`src/design/nilj_pkg.sv`:
```
// Shared constants and types of the nearest in-limit joint solution selector.
`default_nettype none

package nilj_pkg;

   localparam int NUM_JOINTS    = 4;
   localparam int NUM_LIMITS    = 2 * NUM_JOINTS;
   localparam int CSR_INDEX_W   = 4;
   localparam int IDX_W         = 8;
   localparam int QUEUE_DEPTH   = 4;
   localparam int QUEUE_PTR_W   = $clog2(QUEUE_DEPTH);
   localparam int QUEUE_LEVEL_W = $clog2(QUEUE_DEPTH + 3);

   typedef enum logic [CSR_INDEX_W-1:0] {
      REG_J1_LOW  = 4'd0,
      REG_J1_HIGH = 4'd1,
      REG_J2_LOW  = 4'd2,
      REG_J2_HIGH = 4'd3,
      REG_J3_LOW  = 4'd4,
      REG_J3_HIGH = 4'd5,
      REG_J4_LOW  = 4'd6,
      REG_J4_HIGH = 4'd7
   } reg_index_type;

   localparam int LIMIT_RESET [NUM_LIMITS] = '{
      -2400, 2400, -1600, 1600, -3200, -1600, -2560, 2560
   };

endpackage

`default_nettype wire

```
`src/design/nilj_queue.sv`:
```
// Short queue that decouples the front end from the selection back end.
`default_nettype none

module nilj_queue import nilj_pkg::*; #(
   parameter int WIDTH = 126
) (
   input  logic                     clock,
   input  logic                     reset,
   input  logic                     push,
   input  logic [WIDTH-1:0]         push_data,
   input  logic                     pop,
   output logic [WIDTH-1:0]         pop_data,
   output logic                     not_empty,
   output logic [QUEUE_LEVEL_W-1:0] level
);

   logic [WIDTH-1:0]         mem [QUEUE_DEPTH];
   logic [QUEUE_PTR_W-1:0]   wr_ptr_ff, wr_ptr_in;
   logic [QUEUE_PTR_W-1:0]   rd_ptr_ff, rd_ptr_in;
   logic [QUEUE_LEVEL_W-1:0] count_ff,  count_in;

   assign pop_data  = mem[rd_ptr_ff];
   assign not_empty = (count_ff != '0);
   assign level     = count_ff;

   always_comb begin
      wr_ptr_in = push ? wr_ptr_ff + 1'b1 : wr_ptr_ff;
      rd_ptr_in = pop  ? rd_ptr_ff + 1'b1 : rd_ptr_ff;
      count_in  = count_ff + QUEUE_LEVEL_W'(push) - QUEUE_LEVEL_W'(pop);
   end

   always_ff @(posedge clock) begin
      if (reset) begin
         wr_ptr_ff <= '0;
         rd_ptr_ff <= '0;
         count_ff  <= '0;
      end else begin
         wr_ptr_ff <= wr_ptr_in;
         rd_ptr_ff <= rd_ptr_in;
         count_ff  <= count_in;
      end
   end

   always_ff @(posedge clock) begin
      if (push) begin
         mem[wr_ptr_ff] <= push_data;
      end
   end

   a_no_overflow: assert property (@(posedge clock) disable iff (reset)
      push |-> (count_ff != QUEUE_LEVEL_W'(QUEUE_DEPTH)))
      else $error("Queue written while full.");

   a_no_underflow: assert property (@(posedge clock) disable iff (reset)
      pop |-> (count_ff != '0))
      else $error("Queue read while empty.");

endmodule

`default_nettype wire

```
`config.mk`:
```
export PLATFORM = sky130hd
export DESIGN_NAME = nilj_queue
export DESIGN_NICKNAME = d
export VERILOG_FILES = /design/src/design/nilj_pkg.sv /design/src/design/nilj_queue.sv
export SDC_FILE = /design/constraint.sdc
export NUM_CORES = 1
export LEC_CHECK = 0
export BUFFER_PORTS_ARGS = -buffer_cell sky130_fd_sc_hd__buf_2
export CAP_MARGIN = 20
export CELL_PAD_IN_SITES_DETAIL_PLACEMENT = 1
export CELL_PAD_IN_SITES_GLOBAL_PLACEMENT = 2
export CORE_ASPECT_RATIO = 0.6
export CORE_MARGIN = 5
export CORE_UTILIZATION = 40
export CTS_BUF_LIST = sky130_fd_sc_hd__clkbuf_4
export CTS_CLUSTER_DIAMETER = 50
export DETAILED_ROUTE_END_ITERATION = 10
export PLACE_DENSITY = 0.69
export SETUP_SLACK_MARGIN = 0.2
export SLEW_MARGIN = 0
export SYNTH_ARGS = -nofsm -noshare
export SYNTH_HDL_FRONTEND = slang
export SYNTH_SLANG_ARGS = --single-unit
```
`constraint.sdc`:
```
create_clock -name clock -period 10.8 [get_ports clock]
set_input_delay 0.54 -clock clock [delete_from_list [all_inputs] [get_ports clock]]
set_output_delay 0.54 -clock clock [all_outputs]
set_load 0.05 [all_outputs]
```
# --- Yosys cells after proc, flatten, opt, wreduce, memory -nomap -nowiden ---
# Memories as Yosys holds them, arrays and structs flattened. A register that Yosys moved wholly into a read port is not among the register bits.
# Cells that the tools add are included.
totals:
  regBits: 7
  latchBits: 0
  ramBits: 504
  rom_bits: 0
  inputBits: 130
  output_inout_bits: 130
  wordCells: 13
  n_memories: 1
mem_list:
  columns: ["memory", "depth", "width", "read_ports", "rd_clocked_by_memory_dff", "wr", "line", "text"]
  rows:
  - ["mem", 4, 126, 1, 1, 1, "nilj_queue.sv:17", "logic [WIDTH-1:0] mem [QUEUE_DEPTH];"]
op_classes:
  add_sub_neg: 4
  n_mul: 0
  n_div: 0
  order_cmp: 0
  eq_ne: 0
  shift: 0
  mux: 4
  bitwise_logic: 0
  reduce_logical: 1
op_table:
  columns: ["operator", "n"]
  rows:
  - ["2-bit by 1-bit adder with 2-bit output (second input constant)", 2]
  - ["2-bit 2-to-1 mux", 2]
  - ["3-bit by 1-bit adder with 3-bit output", 1]
  - ["3-bit nonzero test", 1]
  - ["3-bit by 1-bit subtractor with 3-bit output", 1]
  - ["1-bit 2-to-1 mux", 2]

# --- Longest topological paths before layout ---
depth:
  ltp_word: 3
  ltp_mapped: 7
  mapped_depth_nobuf: 7

# --- Worst setup path before layout ---
# Ideal clock, no wire load.
synth_path:
  kind: "reg-to-reg"
  from: "reg wr_ptr_ff[0]"
  to: "mem mem[0][0] (enable)"
  setup_ns: 0.500
  t_arrival_ns: 3.435
  required_ns: 10.300
  slack_ns: 6.865
  stages_incl_launch_ff: 4
  path_buffers: 0
  period_less_slack_ns: 3.935
  cell_sequence: "dfxtp_1 inv_1 ha_1 and2_1"
synth_lines:
  columns: ["item", "line", "text"]
  rows:
  - ["from (decl)", "nilj_queue.sv:18", "logic [QUEUE_PTR_W-1:0] wr_ptr_ff, wr_ptr_in;"]
  - ["from (signal assigned)", "nilj_queue.sv:38", "wr_ptr_ff <= wr_ptr_in;"]
  - ["to (decl)", "nilj_queue.sv:17", null]
# Straight into the memory's write port.

==> impl_metrics.prom <==
# TYPE chip_impl_metric gauge
chip_impl_metric{name="synth_compound_area_frac",unit=""} 0.000808
chip_impl_info{name="run_status",value="completed"} 1
chip_impl_metric{name="cts_max_level",unit=""} 3
chip_impl_metric{name="dieWidth",unit="µm"} 288
chip_impl_metric{name="yosys_warnings",unit=""} 0
chip_impl_metric{name="dr.first_iter.drc_count",unit=""} 544
chip_impl_metric{name="cap_violations",unit=""} 0
chip_impl_metric{name="stdcell_count",unit=""} 1919
chip_impl_metric{name="min_period_over_period",unit=""} 0.389
chip_impl_metric{name="buffer_count_from_post_cts_setup_fixing",unit=""} 0
chip_impl_metric{name="met1_wl",unit="µm"} 17600
chip_impl_metric{name="synth.mux.area_fraction",unit=""} 0.153
chip_impl_info{name="setup_repair_after_global_routing_missed_its_margin",value="no"} 1
chip_impl_metric{name="worstPathRequired",unit="ns"} 10.26
chip_impl_metric{name="seq_area_frac_synth",unit=""} 0.824
chip_impl_metric{name="port_buffers",unit=""} 259
chip_impl_info{name="setup.worst_path.end",value="pop_data[59]"} 1
chip_impl_metric{name="fin_tns_setup",unit="ns"} 0
chip_impl_metric{name="synth_cells",unit=""} 699
chip_impl_metric{name="vias_per_cell",unit=""} 4.83
chip_impl_metric{name="via_count",unit=""} 9271
chip_impl_metric{name="grt_usage",unit=""} 0.163
chip_impl_metric{name="timing.critical_path.arrival",unit="ns"} 3.66
chip_impl_metric{name="post_route_cells_drive_above_1_share",unit=""} 0.461
chip_impl_metric{name="synth_xor_area_frac",unit=""} 0.00222
chip_impl_metric{name="worst_skew_pair.late_latency",unit="ns"} 0.80
chip_impl_metric{name="fraction_of_the_mapped_netlist_area_in_adder_cells",unit=""} 0.00512
chip_impl_metric{name="period_minus_slack",unit="ns"} 4.20
chip_impl_metric{name="vias_in_the_first_global_route",unit=""} 10600
chip_impl_metric{name="pin_count",unit=""} 260
chip_impl_metric{name="cts-buffers-inserted",unit=""} 119
chip_impl_metric{name="grt_start_max_net_pins",unit=""} 67
chip_impl_metric{name="die_area",unit="µm²"} 51000
chip_impl_metric{name="detailroute.wirelength.met2",unit="µm"} 19900
chip_impl_metric{name="reg2regPathDepth",unit=""} 4
chip_impl_metric{name="synth.avg_cell_area",unit="µm²"} 26.6
chip_impl_metric{name="core_area",unit="µm²"} 46100
chip_impl_metric{name="utilization",unit=""} 0.508
chip_impl_metric{name="setup_viol",unit=""} 0
chip_impl_metric{name="floorplan.initialDensity",unit=""} 0.403
chip_impl_metric{name="synth_area",unit="µm²"} 18600
chip_impl_metric{name="register_to_register_setup_slack",unit="ns"} 8.00
chip_impl_metric{name="post_drt_wl_per_cell",unit="µm"} 21.1
chip_impl_metric{name="vdd_ir_drop_max",unit="V"} 0.0000950
chip_impl_metric{name="post_cts_resize_count",unit=""} 0
chip_impl_metric{name="synth.net_count",unit=""} 836
chip_impl_metric{name="synth.distinct_cells",unit=""} 20
chip_impl_metric{name="globalplace.congestion",unit=""} 0.697
chip_impl_metric{name="route.met3.wl",unit="µm"} 2360
chip_impl_metric{name="skew",unit="ns"} 0.0624
chip_impl_metric{name="layout-area-overhead-vs-synth",unit="%"} 26.1
chip_impl_metric{name="detailed_place_hpwl",unit="µm"} 22900
chip_impl_info{name="r2r-start",value="wr_ptr_ff[0]"} 1
chip_impl_metric{name="final-hold-violation-count",unit=""} 0
chip_impl_metric{name="clock_path_buffers",unit=""} 3
chip_impl_metric{name="grt_remaining_overflow",unit=""} 0
chip_impl_metric{name="timing.fmax",unit="GHz"} 0.238
chip_impl_metric{name="dp_cells",unit=""} 1571
chip_impl_info{name="synth.area.top_cells",value="sky130_fd_sc_hd__edfxtp_1 (81%), sky130_fd_sc_hd__mux4_2 (15%), sky130_fd_sc_hd__dfxtp_1 (0.97%), sky130_fd_sc_hd__ha_1 (0.40%), sky130_fd_sc_hd__buf_2 (0.38%)"} 1
chip_impl_info{name="synth_top_family_by_area",value="multiplexers"} 1
chip_impl_info{name="hold_class",value="in -> reg"} 1
chip_impl_metric{name="place_ws",unit="ns"} 7.22
chip_impl_info{name="tritoncts",value="yes"} 1
chip_impl_info{name="critical_path_class",value="reg -> out"} 1
chip_impl_metric{name="grt_first_pass_wirelength",unit="µm"} 63400
chip_impl_metric{name="core.rowCount",unit=""} 61
chip_impl_info{name="clock-root-buffer",value="sky130_fd_sc_hd__clkbuf_4"} 1
chip_impl_metric{name="timing_worst_slew_pin_value",unit="ns"} 1.05
chip_impl_metric{name="yosys.area_share.simple",unit=""} 0.00377
chip_impl_metric{name="cp_max_fo",unit=""} 36
chip_impl_info{name="critPathLaunchType",value="register"} 1
chip_impl_metric{name="fin_nets",unit=""} 1327
chip_impl_metric{name="grt_antenna_before_repair",unit=""} 3
chip_impl_info{name="top_signal_layer_used",value="met4"} 1
chip_impl_metric{name="timing.slew.headroom",unit=""} 0.301
chip_impl_metric{name="timing.final.ws_setup",unit="ns"} 6.60
chip_impl_metric{name="nFillCells",unit=""} 4277
chip_impl_metric{name="drv_slew",unit=""} 0
chip_impl_metric{name="drtPass1Iterations",unit=""} 6
chip_impl_info{name="worst_r2r_endpoint",value="mem[3][78]"} 1
chip_impl_metric{name="antenna_left",unit=""} 0
chip_impl_metric{name="cts.sinks",unit=""} 513
chip_impl_metric{name="yosys_register_bits",unit=""} 513
chip_impl_metric{name="chip_height",unit="µm"} 177
chip_impl_metric{name="path_clk_slew",unit="ns"} 0.07
chip_impl_metric{name="drt_drc_violations_left",unit=""} 0
chip_impl_metric{name="leakage_dissipation",unit="µW"} 0.00806
chip_impl_metric{name="holdBufCountCts",unit=""} 128
chip_impl_metric{name="routed_wl",unit="µm"} 40600
chip_impl_metric{name="worst_hold_slack",unit="ns"} 0.187
chip_impl_info{name="yosys.area.top_type",value="sky130_fd_sc_hd__edfxtp_1"} 1
chip_impl_metric{name="netlist.area_leader.share",unit=""} 0.814
chip_impl_metric{name="power.density",unit="nW/µm²"} 193
chip_impl_info{name="kind_of_end_point_of_the_critical_path",value="output port"} 1
-- cell type report --
| cell class | instances | area, µm² | area share |
|---|---|---|---|
| tap | 630 | 788 | 0.0336 |
| clock inverter | 35 | 180 | 0.00769 |
| antenna | 3 | 7.51 | 0.000320 |
| multi-input combinational | 152 | 3080 | 0.131 |
| timing repair buffer | 398 | 2660 | 0.114 |
| inverter | 6 | 22.5 | 0.000961 |
| clock buffer | 182 | 1370 | 0.0583 |
| sequential | 513 | 15300 | 0.654 |
-- stage by stage --
| step | total power (µW) | area [µm²] |
|---|---|---|
| 6_report | 4530 | 23400 |
| 5_1_grt | 4770 | 23400 |
| 4_1_cts | 4620 | 23400 |
| 3_5_place_dp | 3010 | 20600 |
| 3_3_place_gp | 3000 | 20600 |
| 2_1_floorplan | 2840 | 18600 |
-- placed cells by master (no fill, tap or decap) --
master,synthesis,final
sky130_fd_sc_hd__a21bo_2,1,1
sky130_fd_sc_hd__a21oi_1,1,1
sky130_fd_sc_hd__and2_4,0,4
sky130_fd_sc_hd__buf_2,14,259
sky130_fd_sc_hd__buf_4,2,11
sky130_fd_sc_hd__bufinv_16,0,1
sky130_fd_sc_hd__clkbuf_4,0,182
sky130_fd_sc_hd__clkinv_1,0,27
sky130_fd_sc_hd__clkinv_2,0,2
sky130_fd_sc_hd__clkinvlp_4,0,2
sky130_fd_sc_hd__dfxtp_1,9,7
sky130_fd_sc_hd__dfxtp_4,0,2
sky130_fd_sc_hd__diode_2,0,3
sky130_fd_sc_hd__dlygate4sd3_1,0,128
sky130_fd_sc_hd__edfxtp_1,504,504
sky130_fd_sc_hd__fa_1,1,1
sky130_fd_sc_hd__ha_1,6,6
sky130_fd_sc_hd__inv_1,6,6
sky130_fd_sc_hd__inv_2,0,1
sky130_fd_sc_hd__inv_6,0,1
sky130_fd_sc_hd__inv_8,0,1
sky130_fd_sc_hd__mux2i_1,1,1
sky130_fd_sc_hd__mux4_2,126,126
sky130_fd_sc_hd__nand3b_1,1,1
sky130_fd_sc_hd__nor2_1,5,5
sky130_fd_sc_hd__nor2b_1,2,2
sky130_fd_sc_hd__or3_1,1,1
sky130_fd_sc_hd__xnor2_1,2,2
sky130_fd_sc_hd__xor3_1,1,1
-- flip-flops by register name, summed over array words and instances (netlist names), named ones only --
signal,cells
level,3
mem,504
rd_ptr_ff,2
wr_ptr_ff,2
-- logic make-up (layout without fill, tap and decap cells) --
logic type,count (synthesis),count (layout)
flops,513,513
mux,127,127
buf+inv,34,621
simple gates,13,13
fa+ha+maj,7,7
xor+xnor,3,3
compound gates,2,2
other cells,0,3
-- worst min-delay path by stage --
stage / slack, ns / end / cells past startpoint / startpoint
after floorplan: 0.49 / register / 2 / rd_ptr_ff[1]
after global placement: 0.52 / register / 2 / rd_ptr_ff[1]
after detailed placement: 0.55 / register / 2 / rd_ptr_ff[0]
after CTS: 0.05 / wr_ptr_ff[0] / 3 / push
after global routing: 0.13 / wr_ptr_ff[0] / 3 / push
final: 0.19 / wr_ptr_ff[0] / 3 / push
-- cell usage after synthesis --
master	instances
sky130_fd_sc_hd__fa_1	1
sky130_fd_sc_hd__a21oi_1	1
sky130_fd_sc_hd__nor2_1	5
sky130_fd_sc_hd__nor2b_1	2
sky130_fd_sc_hd__dfxtp_1	9
sky130_fd_sc_hd__nand3b_1	1
sky130_fd_sc_hd__ha_1	6
sky130_fd_sc_hd__buf_6	6
sky130_fd_sc_hd__mux2i_1	1
sky130_fd_sc_hd__buf_2	14
sky130_fd_sc_hd__and2_1	4
sky130_fd_sc_hd__or3_1	1
sky130_fd_sc_hd__inv_1	6
sky130_fd_sc_hd__xnor2_1	2
sky130_fd_sc_hd__a21bo_2	1
sky130_fd_sc_hd__buf_4	2
sky130_fd_sc_hd__mux4_2	126
sky130_fd_sc_hd__xor3_1	1
sky130_fd_sc_hd__edfxtp_1	504
sky130_fd_sc_hd__clkbuf_1	6
-- critical path, stage by stage (launching register included) --
cell and delay, ns:
sky130_fd_sc_hd__dfxtp_4 0.67, sky130_fd_sc_hd__buf_4 0.61, sky130_fd_sc_hd__buf_4 0.71, sky130_fd_sc_hd__mux4_2 0.60
sky130_fd_sc_hd__buf_2 0.23
-- layer usage --
metal  track usage  up-vias
met4        0.0496        0
met2         0.262      242
met5             0        -
met3        0.0514       59
met1         0.215     4862
li1              -     4108
-- power by group --
part | internal (µW) | switching [µW] | leakage (µW) | total (µW)
registers | 2290 | 33.5 | 0.00470 | 2320
logic | 214 | 458 | 0.00244 | 672
clock network | 793 | 743 | 0.000917 | 1540
total | 3300 | 1230 | 0.00806 | 4530
Note: power is estimated with default switching activity, not from simulation.
