===== src/design/nilj_pkg.sv =====
// Shared constants and types of the nearest in-limit joint solution selector.
`default_nettype none

package nilj_pkg;

   localparam int NUM_JOINTS    = 4;
   localparam int NUM_LIMITS    = 2 * NUM_JOINTS;
   localparam int CSR_INDEX_W   = 4;
   localparam int IDX_W         = 8;
   localparam int QUEUE_DEPTH   = 4;
   localparam int QUEUE_PTR_W   = $clog2(QUEUE_DEPTH);
   localparam int QUEUE_LEVEL_W = $clog2(QUEUE_DEPTH + 3);

   typedef enum logic [CSR_INDEX_W-1:0] {
      REG_J1_LOW  = 4'd0,
      REG_J1_HIGH = 4'd1,
      REG_J2_LOW  = 4'd2,
      REG_J2_HIGH = 4'd3,
      REG_J3_LOW  = 4'd4,
      REG_J3_HIGH = 4'd5,
      REG_J4_LOW  = 4'd6,
      REG_J4_HIGH = 4'd7
   } reg_index_type;

   localparam int LIMIT_RESET [NUM_LIMITS] = '{
      -2400, 2400, -1600, 1600, -3200, -1600, -2560, 2560
   };

endpackage

`default_nettype wire


===== src/design/nilj_req_if.sv =====
// Candidate input channel: valid, ready and one candidate with the current position.
`default_nettype none

interface nilj_req_if #(
   parameter int JOINT_WIDTH = 20
);
   logic                          valid;
   logic                          ready;
   logic signed [JOINT_WIDTH-1:0] cand_j1;
   logic signed [JOINT_WIDTH-1:0] cand_j2;
   logic signed [JOINT_WIDTH-1:0] cand_j3;
   logic signed [JOINT_WIDTH-1:0] cand_j4;
   logic signed [JOINT_WIDTH-1:0] now_j1;
   logic signed [JOINT_WIDTH-1:0] now_j2;
   logic signed [JOINT_WIDTH-1:0] now_j3;
   logic signed [JOINT_WIDTH-1:0] now_j4;
   logic                          last_cand;

   modport source (
      output valid, cand_j1, cand_j2, cand_j3, cand_j4,
             now_j1, now_j2, now_j3, now_j4, last_cand,
      input  ready
   );

   modport sink (
      input  valid, cand_j1, cand_j2, cand_j3, cand_j4,
             now_j1, now_j2, now_j3, now_j4, last_cand,
      output ready
   );
endinterface

`default_nettype wire


===== src/design/nilj_front.sv =====
// Front end: accepts candidates, checks limits, precomputes clamps and the squared distance.
`default_nettype none

module nilj_front import nilj_pkg::*; #(
   parameter  int JOINT_WIDTH = 20,
   localparam int SQ_W        = 2 * JOINT_WIDTH + 1,
   localparam int DIST_W      = 2 * JOINT_WIDTH + 3,
   localparam int ENTRY_W     = 2 + DIST_W + 2 * NUM_JOINTS * JOINT_WIDTH
) (
   input  logic                          clock,
   input  logic                          reset,
   nilj_req_if.sink                      req,
   input  logic signed [JOINT_WIDTH-1:0] lim_low  [NUM_JOINTS],
   input  logic signed [JOINT_WIDTH-1:0] lim_high [NUM_JOINTS],
   input  logic [QUEUE_LEVEL_W-1:0]      q_level,
   output logic                          push,
   output logic [ENTRY_W-1:0]            push_data
);

   typedef logic signed [JOINT_WIDTH-1:0] joint_type;

   typedef struct packed {
      logic                                    last;
      logic                                    inr;
      logic [DIST_W-1:0]                       sq_sum;
      logic [NUM_JOINTS-1:0][JOINT_WIDTH-1:0]  cand;
      logic [NUM_JOINTS-1:0][JOINT_WIDTH-1:0]  clamp;
   } entry_type;

   function automatic logic [JOINT_WIDTH:0] abs_diff(input joint_type a, input joint_type b);
      logic [JOINT_WIDTH:0] d;
      d = {a[JOINT_WIDTH-1], a} - {b[JOINT_WIDTH-1], b};
      return d[JOINT_WIDTH] ? (~d + 1'b1) : d;
   endfunction

   joint_type                              cand [NUM_JOINTS];
   joint_type                              now  [NUM_JOINTS];
   logic [NUM_JOINTS-1:0]                  outside;
   logic [JOINT_WIDTH:0]                   mag_lo [NUM_JOINTS];
   logic [JOINT_WIDTH:0]                   mag_hi [NUM_JOINTS];
   logic [2*JOINT_WIDTH+1:0]               prod   [NUM_JOINTS];
   logic [QUEUE_LEVEL_W-1:0]               level;
   logic                                   accept;
   entry_type                              entry;

   logic                                   s1_valid_ff, s1_valid_in;
   logic                                   s1_last_ff,  s1_last_in;
   logic                                   s1_inr_ff,   s1_inr_in;
   logic [NUM_JOINTS-1:0][JOINT_WIDTH-1:0] s1_cand_ff,  s1_cand_in;
   logic [NUM_JOINTS-1:0][JOINT_WIDTH-1:0] s1_clamp_ff, s1_clamp_in;
   logic [NUM_JOINTS-1:0][JOINT_WIDTH:0]   s1_mag_ff,   s1_mag_in;

   logic                                   s2_valid_ff, s2_valid_in;
   logic                                   s2_last_ff,  s2_last_in;
   logic                                   s2_inr_ff,   s2_inr_in;
   logic [NUM_JOINTS-1:0][JOINT_WIDTH-1:0] s2_cand_ff,  s2_cand_in;
   logic [NUM_JOINTS-1:0][JOINT_WIDTH-1:0] s2_clamp_ff, s2_clamp_in;
   logic [NUM_JOINTS-1:0][SQ_W-1:0]        s2_sq_ff,    s2_sq_in;

   // Every item in the pipeline already holds a queue slot, so the stages never stall.
   assign level     = q_level + QUEUE_LEVEL_W'(s1_valid_ff) + QUEUE_LEVEL_W'(s2_valid_ff);
   assign req.ready = (level < QUEUE_LEVEL_W'(QUEUE_DEPTH));
   assign accept    = req.valid && req.ready;

   assign cand[0] = req.cand_j1;
   assign cand[1] = req.cand_j2;
   assign cand[2] = req.cand_j3;
   assign cand[3] = req.cand_j4;
   assign now[0]  = req.now_j1;
   assign now[1]  = req.now_j2;
   assign now[2]  = req.now_j3;
   assign now[3]  = req.now_j4;

   always_comb begin
      s1_valid_in = accept;
      s1_last_in  = req.last_cand;
      for (int k = 0; k < NUM_JOINTS; k++) begin
         outside[k]     = (cand[k] < lim_low[k]) || (cand[k] > lim_high[k]);
         mag_lo[k]      = abs_diff(cand[k], lim_low[k]);
         mag_hi[k]      = abs_diff(cand[k], lim_high[k]);
         s1_cand_in[k]  = cand[k];
         s1_mag_in[k]   = abs_diff(cand[k], now[k]);
         if (!outside[k]) begin
            s1_clamp_in[k] = cand[k];
         end else if (mag_lo[k] < mag_hi[k]) begin
            s1_clamp_in[k] = lim_low[k];
         end else begin
            s1_clamp_in[k] = lim_high[k];
         end
      end
      s1_inr_in = ~|outside;
   end

   always_comb begin
      s2_valid_in = s1_valid_ff;
      s2_last_in  = s1_last_ff;
      s2_inr_in   = s1_inr_ff;
      s2_cand_in  = s1_cand_ff;
      s2_clamp_in = s1_clamp_ff;
      for (int k = 0; k < NUM_JOINTS; k++) begin
         prod[k]     = (2*JOINT_WIDTH+2)'(s1_mag_ff[k]) * (2*JOINT_WIDTH+2)'(s1_mag_ff[k]);
         s2_sq_in[k] = prod[k][SQ_W-1:0];
      end
   end

   always_comb begin
      entry.last   = s2_last_ff;
      entry.inr    = s2_inr_ff;
      entry.sq_sum = (DIST_W'(s2_sq_ff[0]) + DIST_W'(s2_sq_ff[1]))
                   + (DIST_W'(s2_sq_ff[2]) + DIST_W'(s2_sq_ff[3]));
      entry.cand   = s2_cand_ff;
      entry.clamp  = s2_clamp_ff;
   end

   assign push      = s2_valid_ff;
   assign push_data = entry;

   always_ff @(posedge clock) begin
      if (reset) begin
         s1_valid_ff <= 1'b0;
         s2_valid_ff <= 1'b0;
      end else begin
         s1_valid_ff <= s1_valid_in;
         s2_valid_ff <= s2_valid_in;
      end
   end

   always_ff @(posedge clock) begin
      s1_last_ff  <= s1_last_in;
      s1_inr_ff   <= s1_inr_in;
      s1_cand_ff  <= s1_cand_in;
      s1_clamp_ff <= s1_clamp_in;
      s1_mag_ff   <= s1_mag_in;
      s2_last_ff  <= s2_last_in;
      s2_inr_ff   <= s2_inr_in;
      s2_cand_ff  <= s2_cand_in;
      s2_clamp_ff <= s2_clamp_in;
      s2_sq_ff    <= s2_sq_in;
   end

endmodule

`default_nettype wire


===== src/flat_wrapper.sv =====
// flat-port wrapper written by rule: the top's interface ports become plain ports
module nilj_front_flat import nilj_pkg::*;
#(
   parameter  int JOINT_WIDTH = 20,
   localparam int SQ_W        = 2 * JOINT_WIDTH + 1,
   localparam int DIST_W      = 2 * JOINT_WIDTH + 3,
   localparam int ENTRY_W     = 2 + DIST_W + 2 * NUM_JOINTS * JOINT_WIDTH
)
  (clock, reset, lim_low, lim_high, q_level, push, push_data, req_valid, req_cand_j1, req_cand_j2, req_cand_j3, req_cand_j4, req_now_j1, req_now_j2, req_now_j3, req_now_j4, req_last_cand, req_ready);
  nilj_req_if #(.JOINT_WIDTH(JOINT_WIDTH)) req_i ();
  input  logic clock;
  input  logic reset;
  input  logic signed [JOINT_WIDTH-1:0] lim_low[NUM_JOINTS];
  input  logic signed [JOINT_WIDTH-1:0] lim_high[NUM_JOINTS];
  input  logic [QUEUE_LEVEL_W-1:0] q_level;
  output logic push;
  output logic [ENTRY_W-1:0] push_data;
  input wire logic [$bits(req_i.valid)-1:0] req_valid;
  input wire logic [$bits(req_i.cand_j1)-1:0] req_cand_j1;
  input wire logic [$bits(req_i.cand_j2)-1:0] req_cand_j2;
  input wire logic [$bits(req_i.cand_j3)-1:0] req_cand_j3;
  input wire logic [$bits(req_i.cand_j4)-1:0] req_cand_j4;
  input wire logic [$bits(req_i.now_j1)-1:0] req_now_j1;
  input wire logic [$bits(req_i.now_j2)-1:0] req_now_j2;
  input wire logic [$bits(req_i.now_j3)-1:0] req_now_j3;
  input wire logic [$bits(req_i.now_j4)-1:0] req_now_j4;
  input wire logic [$bits(req_i.last_cand)-1:0] req_last_cand;
  output wire logic [$bits(req_i.ready)-1:0] req_ready;
  assign req_i.valid = req_valid;
  assign req_i.cand_j1 = req_cand_j1;
  assign req_i.cand_j2 = req_cand_j2;
  assign req_i.cand_j3 = req_cand_j3;
  assign req_i.cand_j4 = req_cand_j4;
  assign req_i.now_j1 = req_now_j1;
  assign req_i.now_j2 = req_now_j2;
  assign req_i.now_j3 = req_now_j3;
  assign req_i.now_j4 = req_now_j4;
  assign req_i.last_cand = req_last_cand;
  assign req_ready = req_i.ready;
  nilj_front #(.JOINT_WIDTH(JOINT_WIDTH)) u_core (.clock(clock), .reset(reset), .req(req_i), .lim_low(lim_low), .lim_high(lim_high), .q_level(q_level), .push(push), .push_data(push_data));
endmodule

===== config.mk =====
export PLATFORM = sky130hd
export DESIGN_NAME = nilj_front_flat
export DESIGN_NICKNAME = d
export VERILOG_FILES = /design/src/design/nilj_pkg.sv /design/src/design/nilj_req_if.sv /design/src/design/nilj_front.sv /design/src/flat_wrapper.sv
export SDC_FILE = /design/constraint.sdc
export NUM_CORES = 2
export LEC_CHECK = 0
export ABC_CLOCK_PERIOD_IN_PS = 17500
export BUFFER_PORTS_ARGS = -buffer_cell sky130_fd_sc_hd__buf_2
export CAP_MARGIN = 40
export CORE_MARGIN = 8
export CORE_UTILIZATION = 40
export DETAILED_ROUTE_END_ITERATION = 16
export PLACE_DENSITY = 0.54
export SLEW_MARGIN = 10
export SYNTH_ARGS = -nofsm -noshare
export SYNTH_HDL_FRONTEND = slang
export SYNTH_SLANG_ARGS = --single-unit

===== constraint.sdc =====
create_clock -name clock -period 17.5 [get_ports clock]
set_input_delay 4.375 -clock clock [delete_from_list [all_inputs] [get_ports clock]]
set_output_delay 4.375 -clock clock [all_outputs]
set_load 0.03 [all_outputs]

# [Word-level counts from Yosys, hierarchy flattened]
# Cells that the tools add are included.
# Widths: inputs -> output; s select.
[totals] input_bits=327 out_inout_bits=207 regBits=574 elab_cells=119
[classes] n_lt_le_gt_ge=13 reduce_logical=7 mul=4 n_bitwise=12 n_addsub=29 n_mux=20
[ops] cell="$add 21x1->21 const B" n=12
[ops] cell="$not 21->21" n=12
[ops] cell="$sub 20x20->21" n=12
[ops] cell="$mux 20" n=12
[ops] cell="$mux 21" n=8
[ops] cell="$mul 21x21->41" n=4
[ops] cell="$add 41x41->42" n=2
[ops] cell="$lt 21x21->1" n=4
[ops] cell="$gt 20x20->1" n=4
[ops] cell="$lt 20x20->1" n=4
[ops] cell="$add 43x43->43" n=1
[ops] cell="$add 3x1->3" n=2
[ops] cell="$logic_or 1x1->1" n=4
[ops] cell="$reduce_or 4->1" n=1
[ops] cell="$lt 3x3->1 const B" n=1
[ops] cell="$logic_and 1x1->1" n=1
[ops] cell="$logic_not 1->1" n=1

# [Logic depth before layout (Yosys ltp)]
[depth] depth_word=7 depth_mapped=29 depth_no_buf=28

# [Worst setup path after synthesis]
# OpenSTA, ideal clock, no wires.
[synth_path] kind="input to output" startpoint="input q_level[0]" endpoint="output req_ready" required_ps=13125 path_slack_ps=7740 t_arrival_ps=5385 path_stages=4 n_path_buf=0 cell_sequence="ha_1 a21oi_1 nor2b_1 xnor2_1"
[synth_via] elab_chain_len=3
[synth_lines] element="start: declaration" line="flat_wrapper.sv:15" rtl="input logic [QUEUE_LEVEL_W-1:0] q_level;"
[synth_lines] element="$add 3x1->3 (2 in series)" line="nilj_front.sv:61" rtl="assign level = q_level + QUEUE_LEVEL_W'(s1_valid_ff) + QUEUE_LEVEL_W'(s2_valid_ff);"
[synth_lines] element="$lt 3x3->1" line="nilj_front.sv:62" rtl="assign req.ready = (level < QUEUE_LEVEL_W'(QUEUE_DEPTH));"
[synth_lines] element="end: declaration" line="flat_wrapper.sv:28" rtl="output wire logic [$bits(req_i.ready)-1:0] req_ready;"
# Every way passes these cells.

# [Final worst setup path]
[layout_path] startpoint="register u_core.s2_sq_ff[86] (netlist name)" endpoint="output push_data[197]"
[layout_via] elab_chain_len=2
[layout_lines] element="start: declaration" line="nilj_front.sv:58" rtl="logic [NUM_JOINTS-1:0][SQ_W-1:0] s2_sq_ff, s2_sq_in;"
[layout_lines] element="start signal: assignment" line="nilj_front.sv:138" rtl="s2_sq_ff <= s2_sq_in;"
[layout_lines] element="$add 41x41->42" line="nilj_front.sv:110" rtl="+ (DIST_W'(s2_sq_ff[2]) + DIST_W'(s2_sq_ff[3]));"
[layout_lines] element="$add 43x43->43" line="nilj_front.sv:110"
[layout_lines] element="end: declaration" line="flat_wrapper.sv:17" rtl="output logic [ENTRY_W-1:0] push_data;"
# Every way passes these cells.

==> metrics <==
clock slew at reported path FFs 0.06 ns; status complete, no violations; share of layout cells above drive strength 1 0.0895; asr flop ratio synth 0; CTS tree done; CP max stage cell a21oi_1; gpl congestion 0.892; CP cell instances ha_1, o21ai_0, o21a_1, o31ai_1, nand4b_1, a31oi_1, o21ai_0, a21boi_0, nor2_1, ha_1, nor2b_1, o21ai_0, nand2b_1, nor3b_1, o311ai_1, a21oi_1, o21ai_0, a21oi_1, xnor2_1, buf_2; htree depth 3; Rows 171; worst rel slew slack 0.415; Tcrit/Tclk final 0.615; Die Height 484 µm; Crit Path Max Fanout 7; total setup buffers inserted after CTS 0; Max Clock Skew 0.0407 ns; worst-case hold slack 0.306 ns; hold path cells 0; final net count 13003; slowest stage delay, CP 0.58 ns; drt pass-1 iters 8; Clock Path Buffers 3; placed inst area 0.0938 mm²; Data required, critical path 13.12 ns; Post-Syn Area 0.0875 mm²; Reg2Reg Depth 25; Core Area 0.217 mm²; Initial Util 0.403; initial antenna violation count 22; Die Width 484 µm; vias in the first global route 72349; Hold EP u_core.push_data[142]; max cap viols 0; Worst Min Path Start u_core.s1_cand_ff[62]; Filler cells 21524; largest net degree at the start of global routing 24; post-synthesis cell type count 101; sequential area share after synthesis 0.130; FMAX 92.9 MHz; setup slack after layout 6.73 ns; Finished Cell Area 0.0963 mm²; antenna-violating nets left 0; # setup viols final 0; worst reg2reg endpoint u_core.s2_sq_ff[117]; IO Count 534; Setup Crit Path Kind flop to primary output; crit path time final 10.77 ns; Worst Setup End Kind primary output; Yosys reg bits 570; Initial DRC Count 3287; Mapped Nets 12550; total CTS buffers 72; YS warnings 0; Top FF cell, synth dfxtp_1; actual slew at the worst max-slew pin 0.877 ns; global-route wire length before repair 398000 µm; die area 0.234 mm²; Fin Setup TNS 0 ns; min-delay worst type flop to flop; number of synthesized flops with an enable pin 0; gr usage total 0.209; Worst Setup Start Kind flop; Placement Setup Slack 7.18 ns; drt total wl 247000 µm; CTS Hold Bufs 0; reg2reg setup slack 9.61 ns; via count 67676; Clock Sinks 570; grt ovf 0; Mapped Avg Cell Area 8.83 µm²; DRC Markers 0; CTS resizes 0; most frequent cell on the critical path o21ai_0; count of pins over their slew limit 0; vias per cell 5.10; Port-buffer cells 533; Final Hold Fails 0; CP arrival 6.39 ns; clk root buf clkbuf_16; RSZ-0062 raised after global routing no; R2R Path Start u_core.s1_mag_ff[49]; Syn Inst Count 9907; DP HPWL 209000 µm; Avg WL per Cell 18.6 µm; clk_lat worst skew 0.70 ns; area grow syn2layout 10.0%
==> state kept, by name, summed over array words and instances, names as in the netlist <==
name / count
u_core.s1_inr_ff: 1
u_core.s2_last_ff: 1
u_core.s1_mag_ff: 84
u_core.s2_sq_ff: 160
u_core.push_data: 160
u_core.s1_cand_ff: 80
u_core.s2_inr_ff: 1
u_core.s1_valid_ff: 1
u_core.s1_clamp_ff: 80
u_core.s1_last_ff: 1
u_core.push: 1
==> worst max-delay path: cells and delay by family (launching register included) <==
kind            cells  cell delay [ns]
compound gates     11             3.26
xor+xnor            1             0.24
fa+ha+maj           2             0.72
buf+inv             1             0.28
flops               1             0.30
simple gates        5             0.91
==> layout make-up <==
type	instances	area (µm²)	share of cell area
clock buffers	89	1980	0.0205
repair buffers	644	3640	0.0378
flip-flops and latches	570	11400	0.118
inverters	2040	7660	0.0795
diodes	13	32.5	0.000338
multi-input cells	7032	67500	0.701
clock inverters	40	524	0.00544
well taps	2854	3570	0.0371
==> worst max-delay path by stage <==
stage	endpoint	depth (start not counted)	slack (ns)	from
CTS	push_data[197]	20	6.77	u_core.s2_sq_ff[86]
floorplan	req_ready	4	7.74	q_level[0]
detailed placement	u_core.s1_clamp_ff[10]	26	7.18	req_cand_j1[0]
global route	push_data[197]	20	6.28	u_core.s2_sq_ff[86]
global placement	u_core.s1_clamp_ff[6]	25	7.03	req_cand_j1[0]
finish	push_data[197]	20	6.73	u_core.s2_sq_ff[86]
==> layer usage <==
metal | global-route usage | share of wire | up-vias
met4 | 0.0446 | 0.020 | 14
met5 | 0 | 0.00038 | -
met3 | 0.0289 | 0.043 | 276
met2 | 0.354 | 0.47 | 1311
li1 | - | - | 32653
met1 | 0.285 | 0.46 | 33422
==> layout by cell type (no fill, tap or decap), types with 73 or more instances in the layout <==
cell type / Yosys / routed
a21o_1: 194 / 194
a21oi_1: 490 / 485
a31oi_1: 80 / 80
and2_1: 356 / 356
buf_2: 9 / 534
buf_4: 3 / 96
clkbuf_16: 0 / 73
dfxtp_1: 570 / 570
fa_1: 1254 / 1254
ha_1: 1062 / 1062
inv_1: 2040 / 2040
mux2i_1: 96 / 96
nand2_1: 784 / 784
nand2b_1: 76 / 76
nand3_1: 118 / 118
nor2_1: 441 / 441
nor2b_1: 101 / 101
nor3_1: 100 / 100
o21a_1: 85 / 85
o21ai_0: 306 / 306
xnor2_1: 438 / 438
xor2_1: 234 / 234
==> Yosys cell counts (100+ instances only) <==
cell type / number / area [µm²]
inv_1: 2040 / 7660
fa_1: 1254 / 25100
ha_1: 1062 / 13300
nand2_1: 784 / 2940
dfxtp_1: 570 / 11400
a21oi_1: 490 / 2450
nor2_1: 441 / 1660
xnor2_1: 438 / 3840
and2_1: 356 / 2230
o21ai_0: 306 / 1530
clkbuf_1: 248 / 931
xor2_1: 234 / 2050
a21o_1: 194 / 1460
nand3_1: 118 / 591
nor2b_1: 101 / 632
nor3_1: 100 / 500
==> stage by stage <==
step | utilization | std cells
floorplan | - | 9907
global placement | 0.430 | 13120
detailed placement | 0.431 | 13139
CTS | 0.443 | 13268
global route | 0.443 | 13271
finish | 0.443 | 13282
==> logic make-up (layout without fill, tap and decap cells) <==
group / after synthesis / in the layout / share of synthesized area
and+or+nand+nor: 2284 / 2284 / 0.128
other: 0 / 13 / 0
DFF: 570 / 570 / 0.130
buffers and inverters: 2305 / 2813 / 0.0991
AOI/OAI and AO/OA: 1596 / 1596 / 0.117
xor gates and xnor gates: 672 / 672 / 0.0672
adders and majority gates: 2316 / 2316 / 0.439
muxes: 164 / 164 / 0.0197
Power is left out: the tool's default activity adds up to more than one toggle a clock period on the data nets, which glitch-free logic cannot reach.
